## src/hdl/assert_macros.svh

```systemverilog
// Assertion helpers shared by the RTL files.
`ifndef ASSERT_MACROS_SVH
`define ASSERT_MACROS_SVH

// Check an implication on every clock edge outside reset.
`define ASSERT_IMPL(label, clk, rst_n, ante, cons, msg) \
  label: assert property (@(posedge clk) disable iff (!rst_n) (ante) |-> (cons)) \
    else $error(msg);

// Check a condition that must hold on every clock edge outside reset.
`define ASSERT_ALWAYS(label, clk, rst_n, cond, msg) \
  label: assert property (@(posedge clk) disable iff (!rst_n) (cond)) else $error(msg);

`endif

```

## src/hdl/shab_pkg.sv

```systemverilog
package shab_pkg;

  typedef enum logic [2:0] {
    ST_IDLE,
    ST_ROUND,
    ST_FOLD,
    ST_PAD,
    ST_EMIT
  } shab_state_t;

  typedef struct packed {
    logic put_data;    // write the input byte
    logic put_pad;     // write a padding or length byte
    logic start_block; // load working variables
    logic do_round;    // run one round
    logic do_fold;     // add working vars into chain
    logic reinit;      // back to initial state
    logic shift_out;   // advance output word
  } shab_cmd_t;

  typedef struct packed {
    logic block_full; // fill index at 63 before this write
    logic last_round;
    logic len_done;   // a pad write now stores the last length byte
  } shab_stat_t;

  localparam logic [31:0] INIT_H [8] = '{
    32'h6a09e667, 32'hbb67ae85, 32'h3c6ef372, 32'ha54ff53a,
    32'h510e527f, 32'h9b05688c, 32'h1f83d9ab, 32'h5be0cd19};

  localparam logic [31:0] ROUND_K [64] = '{
    32'h428a2f98,32'h71374491,32'hb5c0fbcf,32'he9b5dba5,32'h3956c25b,32'h59f111f1,32'h923f82a4,
    32'hab1c5ed5,32'hd807aa98,32'h12835b01,32'h243185be,32'h550c7dc3,32'h72be5d74,32'h80deb1fe,
    32'h9bdc06a7,32'hc19bf174,32'he49b69c1,32'hefbe4786,32'h0fc19dc6,32'h240ca1cc,32'h2de92c6f,
    32'h4a7484aa,32'h5cb0a9dc,32'h76f988da,32'h983e5152,32'ha831c66d,32'hb00327c8,32'hbf597fc7,
    32'hc6e00bf3,32'hd5a79147,32'h06ca6351,32'h14292967,32'h27b70a85,32'h2e1b2138,32'h4d2c6dfc,
    32'h53380d13,32'h650a7354,32'h766a0abb,32'h81c2c92e,32'h92722c85,32'ha2bfe8a1,32'ha81a664b,
    32'hc24b8b70,32'hc76c51a3,32'hd192e819,32'hd6990624,32'hf40e3585,32'h106aa070,32'h19a4c116,
    32'h1e376c08,32'h2748774c,32'h34b0bcb5,32'h391c0cb3,32'h4ed8aa4a,32'h5b9cca4f,32'h682e6ff3,
    32'h748f82ee,32'h78a5636f,32'h84c87814,32'h8cc70208,32'h90befffa,32'ha4506ceb,32'hbef9a3f7,
    32'hc67178f2};

  localparam logic [7:0] PAD_MARK = 8'h80;

  function automatic logic [31:0] rotr(input logic [31:0] v, input int n);
    rotr = (v >> n) | (v << (32 - n));
  endfunction

endpackage

```

## src/hdl/shab_if.sv

```systemverilog
interface shab_in_if;
  logic       valid;
  logic       ready;
  logic [7:0] data_byte;
  logic       has_byte;
  logic       end_of_message;
  modport source (output valid, data_byte, has_byte, end_of_message, input ready);
  modport sink (input valid, data_byte, has_byte, end_of_message, output ready);
endinterface

interface shab_out_if;
  logic        valid;
  logic        ready;
  logic [31:0] digest_word;
  logic [2:0]  word_index;
  logic        final_word;
  modport source (output valid, digest_word, word_index, final_word, input ready);
  modport sink (input valid, digest_word, word_index, final_word, output ready);
endinterface

```

## src/hdl/shab_datapath.sv

```systemverilog
module shab_datapath
  import shab_pkg::*;
(
  input  logic        clk,
  input  logic        rst_n,
  input  shab_cmd_t   cmd,
  input  logic [7:0]  in_byte,
  output shab_stat_t  stat,
  output logic [31:0] word_out,
  output logic [2:0]  word_idx
);
  `include "assert_macros.svh"

  logic [31:0] blk_r [16];
  logic [31:0] w_r [16];
  logic [31:0] h_r [8];
  logic [31:0] v_r [8];
  logic [63:0] bits_r;
  logic [6:0]  fill_r;
  logic [5:0]  rnd_r;
  logic [2:0]  oidx_r;
  logic [7:0]  pad_byte;
  logic [7:0]  wr_byte;
  logic [31:0] t1, t2, s0, s1, w_new;
  logic [31:0] k_w;
  logic        mark_r; // marker byte not yet written
  logic        zero_r; // marker landed past 55: rest of this block is zeros

  // padding byte by position: zeros, then big-endian length in the last eight bytes
  always_comb begin
    if (fill_r[5:0] >= 6'd56 && !zero_r) pad_byte = bits_r[8*(63 - fill_r[5:0]) +: 8];
    else pad_byte = 8'd0;
  end

  assign wr_byte = cmd.put_data ? in_byte : (mark_r ? PAD_MARK : pad_byte);

  assign stat = '{block_full: (fill_r == 7'd63),
                  last_round: (rnd_r == 6'd63),
                  len_done:   (fill_r == 7'd63) && !mark_r && !zero_r};

  always_comb begin
    s0 = rotr(w_r[1], 7) ^ rotr(w_r[1], 18) ^ (w_r[1] >> 3);
    s1 = rotr(w_r[14], 17) ^ rotr(w_r[14], 19) ^ (w_r[14] >> 10);
    w_new = w_r[0] + s0 + w_r[9] + s1;
    k_w = ROUND_K[rnd_r] + w_r[0];
    t1 = v_r[7] + (rotr(v_r[4], 6) ^ rotr(v_r[4], 11) ^ rotr(v_r[4], 25))
       + ((v_r[4] & v_r[5]) ^ (~v_r[4] & v_r[6])) + k_w;
    t2 = (rotr(v_r[0], 2) ^ rotr(v_r[0], 13) ^ rotr(v_r[0], 22))
       + ((v_r[0] & v_r[1]) ^ (v_r[0] & v_r[2]) ^ (v_r[1] & v_r[2]));
  end

  always_ff @(posedge clk) begin
    if (cmd.put_data || cmd.put_pad)
      blk_r[fill_r[5:2]][8*(3 - fill_r[1:0]) +: 8] <= wr_byte;
    if (cmd.start_block) begin
      // the closing byte is written on this same edge: take it from the write path
      for (int i = 0; i < 15; i++) w_r[i] <= blk_r[i];
      w_r[15] <= {blk_r[15][31:8], wr_byte};
      for (int i = 0; i < 8; i++) v_r[i] <= h_r[i];
    end else if (cmd.do_round) begin
      for (int i = 0; i < 15; i++) w_r[i] <= w_r[i+1];
      w_r[15] <= w_new;
      v_r[7] <= v_r[6];
      v_r[6] <= v_r[5];
      v_r[5] <= v_r[4];
      v_r[4] <= v_r[3] + t1;
      v_r[3] <= v_r[2];
      v_r[2] <= v_r[1];
      v_r[1] <= v_r[0];
      v_r[0] <= t1 + t2;
    end
  end

  always_ff @(posedge clk) begin
    if (!rst_n) begin
      for (int i = 0; i < 8; i++) h_r[i] <= INIT_H[i];
      bits_r <= '0;
      fill_r <= '0;
      rnd_r  <= '0;
      oidx_r <= '0;
      mark_r <= 1'b1;
      zero_r <= 1'b0;
    end else if (cmd.reinit) begin
      for (int i = 0; i < 8; i++) h_r[i] <= INIT_H[i];
      bits_r <= '0;
      fill_r <= '0;
      oidx_r <= '0;
      mark_r <= 1'b1;
      zero_r <= 1'b0;
    end else begin
      if (cmd.put_data) bits_r <= bits_r + 64'd8;
      if (cmd.put_pad) begin
        mark_r <= 1'b0;
        if (fill_r == 7'd63) zero_r <= 1'b0;
        else if (mark_r && fill_r[5:0] >= 6'd56) zero_r <= 1'b1;
      end
      if (cmd.put_data || cmd.put_pad) fill_r <= (fill_r == 7'd63) ? 7'd0 : fill_r + 7'd1;
      if (cmd.start_block) rnd_r <= '0;
      else if (cmd.do_round) rnd_r <= rnd_r + 6'd1;
      if (cmd.do_fold)
        for (int i = 0; i < 8; i++) h_r[i] <= h_r[i] + v_r[i];
      if (cmd.shift_out) oidx_r <= oidx_r + 3'd1;
    end
  end

  assign word_out = h_r[oidx_r];
  assign word_idx = oidx_r;

  `ASSERT_ALWAYS(a_fill_range, clk, rst_n, fill_r < 7'd64, "fill index out of range")
  `ASSERT_IMPL(a_round_step, clk, rst_n, cmd.do_round && !cmd.start_block,
    ##1 (rnd_r == $past(rnd_r) + 6'd1), "round counter did not advance")
  `ASSERT_IMPL(a_no_mix, clk, rst_n, cmd.do_round, !(cmd.put_data || cmd.put_pad),
    "byte write during rounds")
endmodule

```

## src/hdl/shab_ctrl.sv

```systemverilog
module shab_ctrl
  import shab_pkg::*;
(
  input  logic       clk,
  input  logic       rst_n,
  input  logic       in_valid,
  input  logic       in_has_byte,
  input  logic       in_end,
  output logic       in_ready,
  input  logic       out_ready,
  output logic       out_valid,
  input  logic [2:0] word_idx,
  input  shab_stat_t stat,
  output shab_cmd_t  cmd
);
  `include "assert_macros.svh"

  shab_state_t state_r, state_nxt;
  logic        fin_r, fin_nxt; // finalizing current message
  logic        done_r;         // length block written, digest ready after its fold
  logic        acc;
  logic        pad_full;

  assign acc = in_valid && in_ready;
  assign pad_full = stat.block_full;

  always_comb begin
    state_nxt = state_r;
    fin_nxt   = fin_r;
    unique case (state_r)
      ST_IDLE: begin
        if (acc) begin
          fin_nxt = in_end;
          if (in_has_byte && stat.block_full) state_nxt = ST_ROUND;
          else if (in_end) state_nxt = ST_PAD;
        end
      end
      ST_ROUND: if (stat.last_round) state_nxt = ST_FOLD;
      ST_FOLD: begin
        if (!fin_r) state_nxt = ST_IDLE;
        else if (done_r) state_nxt = ST_EMIT;
        else state_nxt = ST_PAD;
      end
      ST_PAD: if (pad_full) state_nxt = ST_ROUND;
      ST_EMIT: if (out_ready && word_idx == 3'd7) begin
        state_nxt = ST_IDLE;
        fin_nxt = 1'b0;
      end
      default: state_nxt = ST_IDLE;
    endcase
  end

  always_ff @(posedge clk) begin
    if (!rst_n) begin
      state_r <= ST_IDLE;
      fin_r   <= 1'b0;
      done_r  <= 1'b0;
    end else begin
      state_r <= state_nxt;
      fin_r   <= fin_nxt;
      if (state_r == ST_EMIT) done_r <= 1'b0;
      else if (cmd.put_pad && stat.len_done) done_r <= 1'b1;
    end
  end

  always_comb begin
    cmd = '0;
    in_ready = 1'b0;
    out_valid = 1'b0;
    unique case (state_r)
      ST_IDLE: begin
        in_ready = 1'b1;
        cmd.put_data = acc && in_has_byte;
        cmd.start_block = acc && in_has_byte && stat.block_full;
      end
      ST_ROUND: cmd.do_round = 1'b1;
      ST_FOLD:  cmd.do_fold = 1'b1;
      ST_PAD: begin
        cmd.put_pad = 1'b1;
        cmd.start_block = stat.block_full;
      end
      ST_EMIT: begin
        out_valid = 1'b1;
        cmd.shift_out = out_ready;
        cmd.reinit = out_ready && word_idx == 3'd7;
      end
      default: ;
    endcase
  end

  `ASSERT_IMPL(a_out_only_emit, clk, rst_n, out_valid, state_r == ST_EMIT,
    "output valid outside emit")
  `ASSERT_IMPL(a_fold_after_round, clk, rst_n, state_r == ST_FOLD,
    $past(state_r) == ST_ROUND, "fold without rounds")
endmodule

```

## src/hdl/sha256_byte_stream_hasher_unit.sv

```systemverilog
// A byte that does not fill a block is only written into the buffer; one that fills it also
// loads the rounds as it is accepted, then 64 rounds and one fold run before the next byte.
// End of message: padding one byte per cycle to the end of the block, then 64 rounds and
// one fold per final block (one or two), then eight digest beats, one per cycle with out_ready.
// One item at a time. Synchronous active-low reset loads the initial hash and clears counts.
module sha256_byte_stream_hasher_unit
  import shab_pkg::*;
(
  input logic        clk,
  input logic        rst_n,
  shab_in_if.sink    in_ch,
  shab_out_if.source out_ch
);

  shab_cmd_t   cmd;
  shab_stat_t  stat;
  logic [31:0] word;
  logic [2:0]  idx;

  // Controller sequences absorb, rounds, fold, padding and emit.
  shab_ctrl u_ctrl (
    .clk, .rst_n,
    .in_valid(in_ch.valid), .in_has_byte(in_ch.has_byte), .in_end(in_ch.end_of_message),
    .in_ready(in_ch.ready), .out_ready(out_ch.ready), .out_valid(out_ch.valid),
    .word_idx(idx), .stat, .cmd
  );

  // Datapath holds the block buffer, message schedule, chain and counters.
  shab_datapath u_dp (
    .clk, .rst_n, .cmd, .in_byte(in_ch.data_byte), .stat,
    .word_out(word), .word_idx(idx)
  );

  // Drive each digest beat straight from the chain registers.
  assign out_ch.digest_word = word;
  assign out_ch.word_index  = idx;
  assign out_ch.final_word  = (idx == 3'd7);

endmodule
```

## src/flat_wrapper.sv

```systemverilog
// flat-port wrapper written by rule: the top's interface ports become plain ports
module sha256_byte_stream_hasher_unit_flat import shab_pkg::*;
  (clk, rst_n, in_ch_valid, in_ch_data_byte, in_ch_has_byte, in_ch_end_of_message, in_ch_ready, out_ch_valid, out_ch_digest_word, out_ch_word_index, out_ch_final_word, out_ch_ready);
  shab_in_if in_ch_i ();
  shab_out_if out_ch_i ();
  input logic clk;
  input logic rst_n;
  input wire logic [$bits(in_ch_i.valid)-1:0] in_ch_valid;
  input wire logic [$bits(in_ch_i.data_byte)-1:0] in_ch_data_byte;
  input wire logic [$bits(in_ch_i.has_byte)-1:0] in_ch_has_byte;
  input wire logic [$bits(in_ch_i.end_of_message)-1:0] in_ch_end_of_message;
  output wire logic [$bits(in_ch_i.ready)-1:0] in_ch_ready;
  output wire logic [$bits(out_ch_i.valid)-1:0] out_ch_valid;
  output wire logic [$bits(out_ch_i.digest_word)-1:0] out_ch_digest_word;
  output wire logic [$bits(out_ch_i.word_index)-1:0] out_ch_word_index;
  output wire logic [$bits(out_ch_i.final_word)-1:0] out_ch_final_word;
  input wire logic [$bits(out_ch_i.ready)-1:0] out_ch_ready;
  assign in_ch_i.valid = in_ch_valid;
  assign in_ch_i.data_byte = in_ch_data_byte;
  assign in_ch_i.has_byte = in_ch_has_byte;
  assign in_ch_i.end_of_message = in_ch_end_of_message;
  assign in_ch_ready = in_ch_i.ready;
  assign out_ch_valid = out_ch_i.valid;
  assign out_ch_digest_word = out_ch_i.digest_word;
  assign out_ch_word_index = out_ch_i.word_index;
  assign out_ch_final_word = out_ch_i.final_word;
  assign out_ch_i.ready = out_ch_ready;
  sha256_byte_stream_hasher_unit u_core (.clk(clk), .rst_n(rst_n), .in_ch(in_ch_i), .out_ch(out_ch_i));
endmodule
```

## config.mk

```make
export PLATFORM = sky130hd
export DESIGN_NAME = sha256_byte_stream_hasher_unit_flat
export DESIGN_NICKNAME = d
export VERILOG_FILES = /design/src/hdl/shab_pkg.sv /design/src/hdl/shab_if.sv /design/src/hdl/shab_datapath.sv /design/src/hdl/shab_ctrl.sv /design/src/hdl/sha256_byte_stream_hasher_unit.sv /design/src/flat_wrapper.sv
export VERILOG_INCLUDE_DIRS = /design/src /design/src/hdl
export SDC_FILE = /design/constraint.sdc
export NUM_CORES = 2
export LEC_CHECK = 0
export BUFFER_PORTS_ARGS = -buffer_cell sky130_fd_sc_hd__buf_2
export CAP_MARGIN = 0
export CORE_MARGIN = 3
export CORE_UTILIZATION = 45
export CTS_CLUSTER_DIAMETER = 150
export DETAILED_ROUTE_END_ITERATION = 7
export GPL_TIMING_DRIVEN = 0
export PLACE_DENSITY = 0.68
export SYNTH_ARGS = -nofsm -noshare
export SYNTH_HDL_FRONTEND = slang
export SYNTH_SLANG_ARGS = --single-unit
```

## constraint.sdc

```tcl
create_clock -name clk -period 26.6 [get_ports clk]
set_clock_uncertainty 0.1 [all_clocks]
set_input_delay 3.99 -clock clk [delete_from_list [all_inputs] [get_ports clk]]
set_output_delay 3.99 -clock clk [all_outputs]
set_load 0.01 [all_outputs]
```

Yosys cells after proc, flatten, opt, wreduce, memory -nomap -nowiden --
Memories as Yosys holds them, arrays and structs flattened. A register that Yosys moved wholly into a read port is not among the register bits. Cells that the tools add are included.
Storage, ports and cells: flip-flop bits (word level) 87, memory bits (writable) 1536, bits in read-only memories 2048, input bits 14, output and inout port bits 38, logic and storage cells 236, memories 5
Memory list:
- (no name shown) | words 64, width 32, rd ports 1, clocked after Yosys merged registers in 0, write ports 0, RTL line shab_datapath.sv:45 | k_w = ROUND_K[rnd_r] + w_r[0];
- u_core.u_dp.blk_r | words 16, width 32, rd ports 16, clocked after Yosys merged registers in 0, write ports 1, RTL line shab_datapath.sv:14 | logic [31:0] blk_r [16];
- u_core.u_dp.w_r | words 16, width 32, rd ports 16, clocked after Yosys merged registers in 0, write ports 16, RTL line shab_datapath.sv:15 | logic [31:0] w_r [16];
- u_core.u_dp.h_r | words 8, width 32, rd ports 9, clocked after Yosys merged registers in 1, write ports 8, RTL line shab_datapath.sv:16 | logic [31:0] h_r [8];
- u_core.u_dp.v_r | words 8, width 32, rd ports 8, clocked after Yosys merged registers in 0, write ports 8, RTL line shab_datapath.sv:17 | logic [31:0] v_r [8];
Cells by class: add/subtract/negate cells 25, order comparisons 2, equality and inequality tests 12, shifts and indexed selects 3, multiplexer cells 87, bitwise operators 70, reductions and logical operators 23
Operators by type and width (number):
- $mux 32 | 43
- $add 32x32->32 | 18
- $xor 32x32->32 | 9
- $and 32x32->32 | 5
- $add 64x4->64 const B | 1
- $shiftx 64x33->8 | 1
- $or 1x1->1 | 40
- $neg 32->34 | 1
- $shift 8x34->32 const A | 1
- $shiftx 8x34->32 | 1
- $not 32->32 | 1
- $or 10x32->32 | 1
- $or 13x32->32 | 1
- $or 14x32->32 | 1
- $or 15x32->32 | 1
- $or 19x32->32 | 1
- $or 21x32->32 | 1
- $or 25x32->32 | 1
- $or 26x32->32 | 1
- $or 30x32->32 | 1
- $or 7x32->32 | 1
- $xor 32x22->32 | 1
- $xor 32x29->32 | 1
- $mux 3 | 10
- other kinds (33) | 79

Logic depth before layout (Yosys ltp) --
word-level depth 9, depth in mapped cells 37, mapped depth without buffers 34

Cells and area by module --
From an unflattened synthesis, not the netlist that was laid out.
Second synthesis, totals: cells, all modules 8133, area, all modules 89955.0 um^2
Modules (own cells, without submodules):
- shab_datapath | instances 1, cells each 8079, area each 89568.4 um^2
- shab_ctrl | instances 1, cells each 53, area each 380.4 um^2
- sha256_byte_stream_hasher_unit | instances 1, cells each 1, area each 6.3 um^2

Worst setup path after synthesis --
Ideal clock, no wire load.
path kind input to register, start input in_ch_has_byte, end memory u_core.u_dp.v_r[0][0], enable pin, arrival time 17.420 ns, required time 21.185 ns, path slack 3.765 ns, stages 6, cells stage by stage nand3_2 -> nand2_1 -> nand2_1 -> clkbuf_1 -> clkbuf_1 -> nand2_1
RTL lines:
- from (decl) | RTL line flat_wrapper.sv:10 | input wire logic [$bits(in_ch_i.has_byte)-1:0] in_ch_has_byte;
- to (decl) | RTL line shab_datapath.sv:17

==> run_results.csv <==
group,metric,value,unit
timing,rsz0062_at_grt,"false",
global_routing,grt_pass1_wl,467000,um
synth,yosysSeqAreaShare,52.3,%
placed_design,gp_congestion,1.01,
critical_path,cp_max_fo,12,
run,drv_cap,5,
synth,avgSynthCellArea,10.5,um2
critical_path,path_class,"register to register",
route,viasPerCell,5.97,
synth,ys_types,93,
route,wl_per_cell,28.4,um
floorplanning,die_h,454,um
synth,ys_warn_count,0,
synth,yosys.area.top_type,"edfxtp_1",
critical_path,crit_path_top_delay_cell,"o21ai_0",
status,violations,"max-capacitance violations, max-slew violations",
floorplanning,core-area,199000,um2
timing,finalSetupViolCount,0,
critical_path,cpPeakStageDelay,1.22,ns
critical_path,crit_arrival,13.67,ns
critical_path,cp.required,27.07,ns
floorplanning,dieWidth,454,um
final_layout,fin_cells,11700,
placed_design,hpwlAfterDp,255000,um
floorplanning,io_pins,52,
synth,syn_nets,9207,
cts,root_buffer,"clkbuf_16",
synth,synthArstFlopShare,0,%
cts,postCtsHoldBufs,0,
synth,ys_ff_latch,1615,
floorplanning,die_area,206000,um2
critical_path,cpLargestDelayFamily,"compound AO/OA/AOI/OAI gates",
floorplanning,start_util,45.5,%
global_routing,grt_pass1_vias,66000,
synth,synth_cells,8600,
floorplanning,rows,163,
worst_hold_path,hold_class,"register to register",
timing,hold_viol,0,
timing,period_share,49.6,%
critical_path,cp-end-kind,"register",
global_routing,track_usage,31.5,%
placed_design,io_buffers,51,
route,antenna_left,0,
synth,yosysMostFrequentCell,"nand2_1",
final_layout,final_core_util,50.8,%
route,wirelength,331000,um
global_routing,grt_antenna_before_repair,20,
critical_path,crit_buf_inv,4,
cts,numCtsBuffers,173,
synth,ys_top_cells_by_count,"nand2_1, edfxtp_1, nor2_1, ha_1, xnor2_1",
final_layout,nNetsFinal,9482,
synth,synth_area_leaders,"edfxtp_1, nand2_1, ha_1",
cts,cts_resized,0,
cts,cts_buffer_depth,3,
timing,drv_slew,35,
timing,tightest_slew,1.65,ns
route,vias,69700,
cts,postCtsSetupRepairBufs,0,
final_layout,syn_to_final_growth,11.5,%
final_layout,drive_gt1_share,6.43,%
synth,ys.flop_type,"edfxtp_1",
cts,clkSinkCount,1615,
placed_design,dpl_cell_area,95100,um2
critical_path,crit_top_cell,"fa_1",
route,first_pass_iters,6,
timing,min_period,13.19,ns
route,drt-initial-drc-count,8898,
route,drc,0,
cts,clk_latency,0.86,ns
timing,max_freq,75.8,MHz
placed_design,place_inst,11300,
cts,clkTransAtPathRegs,0.07,ns
global_routing,grt.overflow.total,0,
critical_path,start_kind,"register",
timing,relSlewSlack,-10.3,%
synth,synth_top_cell_area_share,49.6,%
cts,cts_tree,"yes",
global_routing,grt_max_degree,71,
status,outcome,"finished, violations left",
cts,cts.htree.levels,4,
synth,netlist_area,90500,um2
final_layout,fin_area,101000,um2
synth,synth_edf_count,1496,
-- area by class of cell --
cell class	count	area [um2]
Antenna cell	10	25.0
Buffer	400	1520
Clock buffer	213	4540
Clock inverter	109	1210
Fill cell	17600	97700
Inverter	331	1240
Multi-Input combinational cell	6254	40500
Sequential cell	1615	47300
Tap cell	2640	3300
Timing Repair Buffer	100	1240
-- final timing paths --
path | startpoint | endpoint | slack (ns) | cells after the start
max | u_core.u_dp.rnd_r[1] | u_core.u_dp.v_r[0][28] | 13.41 | 34
min reg2reg | u_core.u_dp.fill_r[6] | u_core.u_dp.fill_r[6] | 0.36 | 1
min | u_core.u_dp.fill_r[6] | u_core.u_dp.fill_r[6] | 0.36 | 1
max reg2reg | u_core.u_dp.rnd_r[1] | u_core.u_dp.v_r[0][28] | 13.41 | 34
-- state kept, by name (all words and copies together), names as in the netlist, named ones only --
register and flops:
u_core.u_dp.fill_r 7, u_core.u_ctrl.state_r 3, u_core.u_dp.word_idx 3, u_core.u_dp.blk_r 504, u_core.u_dp.v_r 256, u_core.u_ctrl.done_r 1
u_core.u_dp.zero_r 1, u_core.u_dp.bits_r 61, u_core.u_dp.h_r 256, u_core.u_dp.mark_r 1, u_core.u_dp.w_r 512, u_core.u_ctrl.fin_r 1
u_core.u_dp.rnd_r 6
-- logic make-up after synthesis --
kind of cell    count (synthesis)  synth area share [%]
fa+ha+maj                     623                  10.1
xor+xnor                      607                  5.91
flops                        1615                  52.3
simple gates                 3476                  15.8
compound gates               1379                  9.73
mux                           169                  3.07
buf+inv                       731                  3.03
-- through the flow --
step / setup slack, ns / hold WS [ns] / setup TNS, ns
after floorplan: 3.77 / 0.339 / 0
after global placement: -7.48 / 0.342 / -5677.56
after detailed placement: 13.96 / 0.351 / 0
after CTS: 13.89 / 0.361 / 0
after global routing: 13.52 / 0.371 / 0
final: 13.41 / 0.362 / 0
-- cells in the final DEF (no fill, tap or decap), types with 176 or more instances in the layout --
cell	count
xnor2_1	363
clkbuf_1	385
xor2_1	241
nor2_1	460
a21o_1	176
nand2_1	2423
inv_1	328
edfxtp_1	1496
o21ai_0	361
ha_1	398
fa_1	195
a21oi_1	354
-- metal layers --
metal / part of all wire, % / wire [um] / track usage, %
met1: 39 / 130000 / 41.9
met2: 44 / 147000 / 48.4
met3: 9.5 / 31500 / 6.11
met4: 6.8 / 22400 / 17.8
met5: 0.013 / 42 / 0
Power is left out: the tool's default activity adds up to more than one toggle a clock period on the data nets, which glitch-free logic cannot reach.
